==> config.mk <==
export PLATFORM = sky130hd
export DESIGN_NAME = cmn_serializer
export DESIGN_NICKNAME = d
export VERILOG_FILES = /design/src/hw/rtl/cmn_pkg.sv /design/src/hw/rtl/cmn_serializer.sv
export SDC_FILE = /design/constraint.sdc
export NUM_CORES = 1
export LEC_CHECK = 0
export BUFFER_PORTS_ARGS = -buffer_cell sky130_fd_sc_hd__buf_2
export CORE_MARGIN = 10
export CORE_UTILIZATION = 25
export DETAILED_ROUTE_END_ITERATION = 10
export GPL_TIMING_DRIVEN = 1
export HOLD_SLACK_MARGIN = 0.15
export PLACE_DENSITY = 0.4
export RECOVER_POWER = 50
export SYNTH_ARGS = -nofsm -noshare
export SYNTH_HDL_FRONTEND = slang
export SYNTH_SLANG_ARGS = --single-unit
==> constraint.sdc <==
create_clock -name aclk -period 29.3 [get_ports aclk]
set_input_delay 1.465 -clock aclk [delete_from_list [all_inputs] [get_ports aclk]]
set_output_delay 1.465 -clock aclk [all_outputs]
set_load 0.05 [all_outputs]
==> src/hw/rtl/cmn_pkg.sv <==
// shared types, constants and functions of the cyclotomic minor norm block
// no dependencies; used by every module under hw/rtl
package cmn_pkg;

    localparam int NUM_COEFF   = 32;
    localparam int NUM_FACTOR  = 8;
    localparam int COEF_W      = 11;
    localparam int NORM_W      = 19;
    localparam int IDX_W       = 5;
    localparam int EXP_W       = 6;
    localparam logic [NORM_W-1:0] BUDGET_RESET = 19'd939;
    localparam logic [IDX_W-1:0]  LAST_IDX     = 5'd31;

    typedef logic signed [COEF_W-1:0] coef_t;
    typedef logic [NUM_COEFF-1:0][COEF_W-1:0] vec_t;

    localparam vec_t VEC_ONE = vec_t'(1);

    // one binomial zeta^e_var - zeta^e_fix
    typedef struct packed {
        logic [EXP_W-1:0] e_var;
        logic [EXP_W-1:0] e_fix;
    } binom_t;

    // lane x holds P_A(x)P_C(y), lane y holds P_A(y)P_C(x)
    typedef struct packed {
        binom_t [NUM_FACTOR-1:0] lx;
        binom_t [NUM_FACTOR-1:0] ly;
        logic                    ok;
    } ctl_t;

    // coefficient k of zeta^e * v, folded with zeta^32 = -1
    function automatic coef_t rot_coef(vec_t v, logic [EXP_W-1:0] e, logic [IDX_W-1:0] k);
        logic [EXP_W-1:0] d;
        coef_t            t;
        d = {1'b0, k} - e;
        t = v[d[IDX_W-1:0]];
        rot_coef = d[EXP_W-1] ? -t : t;
    endfunction

    // v * (zeta^ep - zeta^en)
    function automatic vec_t binom_mul(vec_t v, logic [EXP_W-1:0] ep, logic [EXP_W-1:0] en);
        vec_t  r;
        coef_t tp;
        coef_t tn;
        for (int k = 0; k < NUM_COEFF; k++) begin
            tp   = rot_coef(v, ep, IDX_W'(k));
            tn   = rot_coef(v, en, IDX_W'(k));
            r[k] = tp - tn;
        end
        return r;
    endfunction

    // membership mask of the coset {j : j == r modulo the step}; lowmask picks the step
    function automatic logic [63:0] coset_member(logic [EXP_W-1:0] r, logic [EXP_W-1:0] lowmask);
        logic [63:0] m;
        for (int j = 0; j < 64; j++) begin
            m[j] = (((EXP_W'(j)) ^ r) & lowmask) == '0;
        end
        return m;
    endfunction

endpackage

==> src/hw/rtl/cmn_serializer.sv <==
// takes the two lane products, forms their difference and sends 32 coefficients
// with the squared norm, summed as they go, on the last one; depends on cmn_pkg
module cmn_serializer (
    input  logic                           aclk,
    input  logic                           aresetn,
    input  logic                           in_valid,
    output logic                           in_ready,
    input  cmn_pkg::vec_t                  vx_in,
    input  cmn_pkg::vec_t                  vy_in,
    input  logic                           ok_in,
    input  logic [cmn_pkg::NORM_W-1:0]     budget,
    output logic                           m_valid,
    input  logic                           m_ready,
    output logic [cmn_pkg::IDX_W-1:0]      m_coeff_index,
    output logic signed [cmn_pkg::COEF_W-1:0] m_coeff_value,
    output logic [cmn_pkg::NORM_W-1:0]     m_norm_sq,
    output logic                           m_within_budget,
    output logic                           m_admissible,
    output logic                           m_last
);

    logic                          busy_reg;
    logic [cmn_pkg::IDX_W-1:0]     idx_reg;
    logic [cmn_pkg::NORM_W-1:0]    acc_reg;
    logic                          ok_reg;
    cmn_pkg::vec_t                 data_reg;
    cmn_pkg::vec_t                 diff;

    logic                          m_valid_reg;
    logic [cmn_pkg::IDX_W-1:0]     index_reg;
    cmn_pkg::coef_t                value_reg;
    logic [cmn_pkg::NORM_W-1:0]    norm_reg;
    logic                          within_reg;
    logic                          adm_reg;
    logic                          last_reg;

    logic                          emit;
    logic                          final_beat;
    logic                          load;
    cmn_pkg::coef_t                cur;
    logic signed [2*cmn_pkg::COEF_W-1:0] sq;
    logic [cmn_pkg::NORM_W-1:0]    acc_next;

    always_comb begin
        for (int k = 0; k < cmn_pkg::NUM_COEFF; k++) begin
            diff[k] = cmn_pkg::coef_t'(vx_in[k]) - cmn_pkg::coef_t'(vy_in[k]);
        end
    end

    assign emit       = busy_reg && (!m_valid_reg || m_ready);
    assign final_beat = emit && (idx_reg == cmn_pkg::LAST_IDX);
    assign in_ready   = !busy_reg || final_beat;
    assign load       = in_valid && in_ready;

    assign cur      = data_reg[idx_reg];
    assign sq       = cur * cur;
    assign acc_next = acc_reg + sq[cmn_pkg::NORM_W-1:0];

    always_ff @(posedge aclk) begin
        if (!aresetn) begin
            busy_reg    <= 1'b0;
            m_valid_reg <= 1'b0;
            idx_reg     <= '0;
        end else begin
            if (load) begin
                busy_reg <= 1'b1;
                idx_reg  <= '0;
            end else if (final_beat) begin
                busy_reg <= 1'b0;
            end else if (emit) begin
                idx_reg <= idx_reg + 1'b1;
            end
            if (emit) begin
                m_valid_reg <= 1'b1;
            end else if (m_ready) begin
                m_valid_reg <= 1'b0;
            end
        end
    end

    always_ff @(posedge aclk) begin
        if (load) begin
            data_reg <= diff;
            ok_reg   <= ok_in;
            acc_reg  <= '0;
        end else if (emit) begin
            acc_reg <= acc_next;
        end
        if (emit) begin
            index_reg  <= idx_reg;
            value_reg  <= cur;
            last_reg   <= final_beat;
            norm_reg   <= final_beat ? acc_next : '0;
            within_reg <= final_beat && (acc_next <= budget);
            adm_reg    <= final_beat && ok_reg;
        end
    end

    assign m_valid         = m_valid_reg;
    assign m_coeff_index   = index_reg;
    assign m_coeff_value   = value_reg;
    assign m_norm_sq       = norm_reg;
    assign m_within_budget = within_reg;
    assign m_admissible    = adm_reg;
    assign m_last          = last_reg;

endmodule

==> flow_summary.ini, run 1 <==
[outcome]
violations = capacitance limit, slew limit
status = finished, violations left

[worst_setup_path]
slowest_stage = clkbuf_1
worstPathArrival_ns = 12.46
path_class = register to register
path_buf_inv = 7
worstPathRequired_ns = 29.75
worst_path_most_repeated_cell = inv_1
critical_path.top_delay_family = buffers and inverters
slowest_delay_ns = 2.55
cp-start-kind = register
path_max_fanout = 47
crit_path_end_kind = register

[clock_network]
cts.clk_slew.worst_paths_ns = 0.06
clock_latency_ns = 0.63
cts-resized-gates = 0
cts.sinks = 417
clk_path_buf_depth = 3
ctsHtreeMaxLevel = 2
cts_hold_buf = 0
cts_tree = done
cts_setup_buffers = 0
cts_buffers = 52
root_buffer = clkbuf_16

[sta]
setup_viol = 0
rsz0062_at_grt = no
period_needed_ns = 12.01
drv_slew = 259
relSlewSlack_pct = -143
worstMarginPinSlew_ns = 3.65
setup_tns_ns = 0
hold_viol = 0
fin_crit_sh_pct = 41.0
fmax_mhz = 83.2
skew_ns = 0.0256

[synth]
yosys_most_used_dff = edfxtp_1
syn_inst = 3714
synth_area_sq_um = 36000
syn_area_per_cell_sq_um = 9.70
synth-edff-count = 391
synthArstFlopShare_pct = 0
post_synth_num_cell_types = 57
synthesis.nets = 4973
synth_top_area_cell = edfxtp_1
yosys_warnings = 0
synth_seq_cells = 417
ys_seq_area_share_pct = 34.0
synth_top_area_share_pct = 32.6
synth_area_leaders = edfxtp_1 (33%), ha_1 (14%), inv_1 (8.7%)

[power_and_ir_drop]
combPwrFrac_pct = 65.6
p_clk_share_pct = 15.8
p_leak_nw = 20.5
peakVddDrop_mv = 0.205
p_int_mw = 2.29
p_per_area_nw_per_um2 = 96.0
pwr-share-seq_pct = 18.5
power.switching_mw = 1.92
switching_share_pct = 45.6

[job]
maxCapViolations = 7

[layout]
multiInputGateArea_sq_um = 20400
layout-drive-gt1-share_pct = 20.3
nNetsFinal = 5769
register_area_sq_um = 12300
final_area_sq_um = 43800
area_delta_synth_final_pct = 21.6
largest_register_ffs = 352
layoutNonFillerInstCount = 6468
fillers = 15300

[drt]
wl_per_cell_microns = 22.0
postRouteAntennaNets = 0
drt_iter0_drc = 1511
drt_first_pass_iters = 7
viasPerCell = 4.47
drc = 0
wl_mm = 142
via_count = 28900

[placement]
gp_congestion = 0.863
dp_hpwl_mm = 122
place_area_sq_um = 42100
place_inst = 6359
io_buffers = 767

[global_routing]
grt_pass1_wl_mm = 201
antenna_found_initial = 38
grt_overflow = 0
grt_pass1_vias = 29700
grt_max_degree = 175
grt_usage_pct = 17.1

[die]
die_h_microns = 400
ios = 768
die_x_microns = 400
fp-row-count = 139
initial_utilization_pct = 25.1
coreArea_sq_um = 143000
dieArea_sq_um = 160000

[min_path]
hp-class = register to register
cell usage after synthesis, types with 6 or more instances:
master	count
nand2_1	270
or3_1	44
o311ai_0	23
nand2b_1	24
dfxtp_1	26
xnor2_1	57
fa_1	137
inv_2	9
mux4_2	104
ha_1	394
a21boi_0	131
xor2_1	104
a211o_1	10
nor3_1	69
nor2_1	313
edfxtp_1	391
nand3_1	67
buf_2	13
a21o_1	65
or2_2	12
a211oi_1	39
clkbuf_1	13
nor4_1	32
a21oi_1	29
and2_1	10
inv_1	836
o21ai_0	212
a22oi_1	6
and3_1	63
nor2b_1	73
o211ai_1	43
a2111oi_0	46
tightest hold or removal path, stage by stage, from the launching register on:
cell and delay, ns:
dfxtp_1 0.31, nand2_1 0.05, a21oi_1 0.05
cells in the final DEF (no fill, tap or decap), drive strengths merged, types with 5 or more instances in the layout:
master   Yosys  layout
inv        845     845
buf         25     703
ha         394     394
edfxtp     391     391
nor2       313     313
nand2      271     271
o21ai      212     212
clkbuf      13     146
fa         137     137
a21boi     131     131
mux4       104     104
xor2       104     104
nor2b       73      73
nor3        69      69
nand3       67      67
a21o        65      65
and3        63      63
xnor2       57      57
a2111oi     47      47
or3         44      44
o211ai      43      43
a211oi      39      39
nor4        33      33
a21oi       29      29
dfxtp       26      26
nand2b      24      24
o311ai      23      23
clkinv       0      16
diode        0      14
or2         12      12
a211o       10      10
and2        10      10
mux2i        8       8
a22oi        6       6
bufinv       0       6
mux2         5       5
stage by stage:
stage                     hold slack (ns)  power [mW]  setup WS [ns]  util (%)
after detailed placement            0.448        3.57          19.88      29.4
after global placement              0.444        3.55          19.94      29.4
after global routing                0.478        4.66          16.28      30.6
after CTS                           0.456        4.26          19.83      30.6
final                               0.456        4.20          17.29      30.6
after floorplan                     0.406        2.82          16.20         -
final cells by class:
cell class / count / area share, %
antenna: 14 / 0.0800
clock buffer: 69 / 3.21
clock inverter: 26 / 0.766
inverter: 845 / 7.24
multi-input combinational: 2414 / 46.5
sequential: 417 / 28.0
tap: 1903 / 5.44
timing repair buffer: 780 / 8.79
power by group through the flow:
stage                     sequential [mW]  combinational [mW]  clock, mW
after floorplan                     0.794                2.03          0
after global placement              0.793                2.75          0
after detailed placement            0.791                2.78          0
after CTS                           0.780                2.79      0.690
after global routing                0.785                3.17      0.712
final                               0.779                2.76      0.666
per-layer routing:
layer | global-route usage, % | share of wire (%)
met1 | 22.5 | 44
met2 | 29.3 | 48
met3 | 3.46 | 6.0
met4 | 3.14 | 1.7
met5 | 0 | 0.10
path summary, 6_finish.rpt:
path	from	to	slack, ns	cells past startpoint
max reg2reg	idx_reg[1]	m_within_budget	17.29	31
min reg2reg	acc_reg[2]	acc_reg[2]	0.46	2
max	idx_reg[1]	m_within_budget	17.29	31
min	acc_reg[2]	acc_reg[2]	0.46	2
cell families after synthesis:
kind of cell	Yosys count	synth area share (%)
DFF	417	34.0
and+or+nand+nor	988	12.7
adders and majority gates	531	21.3
buffers and inverters	883	9.48
xor gates and xnor gates	161	3.91
muxes	117	7.06
AOI/OAI and AO/OA	617	11.5
Power figures use the tool's default switching activity.
==> inputs of run 2 (changes only) <==
--- a/config.mk
+++ b/config.mk
@@ -5,6 +5,7 @@
 export SDC_FILE = /design/constraint.sdc
 export NUM_CORES = 1
 export LEC_CHECK = 0
+export ABC_AREA = 1
 export BUFFER_PORTS_ARGS = -buffer_cell sky130_fd_sc_hd__buf_2
 export CORE_MARGIN = 10
 export CORE_UTILIZATION = 25
==> constraint.sdc (replaced) <==
create_clock -name aclk -period 12.2 [get_ports aclk]
set_input_delay 0.61 -clock aclk [delete_from_list [all_inputs] [get_ports aclk]]
set_output_delay 0.61 -clock aclk [all_outputs]
set_load 0.05 [all_outputs]
==> run 2 against run 1 <==
The flow still finishes with violations (capacitance limit, slew limit). Clock-buffer cell count shrank 11. Cell count grew 1.7%. Die area shrank 3.3%. Final area shrank 3.6%. Flip-flop and latch count is the same. Synthesized area shrank 3.5%. Core utilization grew 0.078 points. Clock skew shrank 0.0034 ns. Critical path type unchanged.
==> flow_summary.ini, run 2 <==
[outcome]
status = finished, violations left
violations = capacitance limit, slew limit

[synth]
synth_mux_area_share_pct = 0
synth_area_sq_um = 34800
synth_seq_cells = 417
yosys_warnings = 0
syn_inst = 3974
synth-simple-area-share_pct = 13.4
synth.most_common_cell = inv_1
synth-xor-area-share_pct = 8.44
synthArstFlopShare_pct = 0
synth_top_area_share_pct = 33.8
yosys_most_used_dff = edfxtp_1
synth-edff-count = 391
synthAdderAreaFrac_pct = 22.1
ys_seq_area_share_pct = 35.3
synth_top_family_by_area = adder cells
synth_area_leaders = edfxtp_1 (34%), ha_1 (14%), inv_1 (8.6%)
post_synth_num_cell_types = 40
synth_compound_area_share_pct = 10.5
synthesis.nets = 5233
synth_top_area_cell = edfxtp_1
synth_commonest_cells = inv_1 (800), nand2_1 (490), ha_1 (394), edfxtp_1 (391), nor2_1 (371)
syn_area_per_cell_sq_um = 8.75

[global_routing]
antenna_found_initial = 40
grt_usage_pct = 17.3
grt_pass1_vias = 30300
grt_max_degree = 170
grt_pass1_wl_mm = 197
grt_overflow = 0

[sta]
fmax_mhz = 106
relSlewSlack_pct = -13.2
period_needed_ns = 9.48
hold_viol = 0
drv_slew = 43
setup_tns_ns = 0
setup_viol = 0
fin_crit_sh_pct = 77.7
worstMarginPinSlew_ns = 1.70
rsz0062_at_grt = no
skew_ns = 0.0222

[layout]
nNetsFinal = 5988
area_delta_synth_final_pct = 21.5
final_common_cell = inv_1
largest_register_ffs = 352
layout-drive-gt1-share_pct = 18.0
final_cell_mix = inv_1 (800), buf_2 (715), nand2_1 (490)

[clock_network]
cts_tree = done
cts.sinks = 417
cts.clk_slew.worst_paths_ns = 0.06
cts_buffers = 52
clock_latency_ns = 0.63
clk_path_buf_depth = 3
root_buffer = clkbuf_16
ctsHtreeMaxLevel = 2

[job]
maxCapViolations = 1

[worst_setup_path]
path_max_fanout = 33
crit_path_end_kind = register
cp-start-kind = register
worstPathRequired_ns = 12.56
worstPathArrival_ns = 9.83
slowest_delay_ns = 1.28
worst_path_most_repeated_cell = nand2_1
slowest_stage = dfxtp_1
path_class = register to register

[die]
initial_utilization_pct = 25.2
coreArea_sq_um = 138000
ios = 768
die_x_microns = 393
die_h_microns = 393
dieArea_sq_um = 154000
fp-row-count = 136

[min_path]
hp-class = primary input to register

[drt]
postRouteAntennaNets = 0
drt_first_pass_iters = 5
drc = 0
wl_per_cell_microns = 21.1
wl_mm = 139
drt_iter0_drc = 1696
viasPerCell = 4.40
via_count = 28900

[placement]
io_buffers = 767
gp_congestion = 0.874
dp_hpwl_mm = 118

[power_and_ir_drop]
p_leak_nw = 20.7
p_per_area_nw_per_um2 = 252
peakVddDrop_mv = 0.479
power_mw = 10.6
run 2: cell count changes after synthesis, sizes merged, moves of 47 or more:
cell	change
a21oi	+300
mux4	-104
nor2	+74
xor2	+170
a2111oi	-47
nor2b	-73
nand2	+229
a21boi	-131
and3	-62
a21o	-63
nand3	+108
run 2: timing repair:
item,CTS,global route
endpoints found under the hold margin,1,0
resized for setup,0,0
setup buffers,0,0
hold buffers,1,0
run 2: layout make-up:
| class | count | area [sq um] |
|---|---|---|
| multi-input combinational | 2658 | 18900 |
| inverter | 819 | 3090 |
| antenna | 12 | 30.0 |
| timing repair buffer | 781 | 3890 |
| tap | 1794 | 2240 |
| clock buffer | 58 | 1350 |
| clock inverter | 40 | 472 |
| sequential | 417 | 12300 |
| fill | 15000 | 95600 |
run 2: path summary, 6_finish.rpt:
path                                 start         endpoint  slack [ns]  depth (start not counted)
worst min register to register  acc_reg[0]       acc_reg[0]        0.47                          2
worst min-delay path               aresetn          m_valid        0.24                          3
worst max register to register  idx_reg[2]  m_within_budget        2.72                         38
worst max-delay path            idx_reg[2]  m_within_budget        2.72                         38
run 2: critical path: cells and delay by family, from the launching register on:
family                   cells  cell delay, ns
buffers and inverters        9            1.37
AND/OR/NAND/NOR             17            2.75
adder cells (fa/ha/maj)      7            2.82
AO/OA/AOI/OAI                5            0.95
flip-flops                   1            1.28
run 2: power breakdown:
group          total, mW  switching, mW  internal (mW)
registers           1.91         0.0875           1.82
clock network       1.66          0.672          0.991
logic               7.06           4.43           2.63
total               10.6           5.19           5.44
run 2: kinds of logic (layout without fill, tap and decap cells):
| logic type | after synthesis | in the layout |
|---|---|---|
| AOI/OAI and AO/OA | 667 | 667 |
| xor gates and xnor gates | 335 | 335 |
| adders and majority gates | 531 | 531 |
| buffers and inverters | 899 | 1698 |
| DFF | 417 | 417 |
| other | 0 | 12 |
| and+or+nand+nor | 1125 | 1125 |
run 2: stage by stage:
step,util [%],instance area (sq um),hold WS (ns),setup WS [ns],instances
final,30.6,42200,0.241,2.72,6579
after global placement,29.3,40500,0.454,3.06,6468
after floorplan,-,34800,0.445,0.942,3974
after global routing,30.6,42200,0.239,1.80,6573
after detailed placement,29.3,40500,0.463,3.07,6468
after CTS,30.7,42300,0.186,3.05,6567
run 2: metal layers:
layer / up-vias / track usage [%] / routed length [microns] / share of wire (%)
li1: 14500 / - / - / -
met1: 13500 / 21.5 / 59100 / 43
met2: 728 / 30.0 / 67600 / 49
met3: 167 / 4.49 / 9390 / 6.8
met4: 28 / 3.88 / 2760 / 2.0
met5: - / 0 / 168 / 0.12
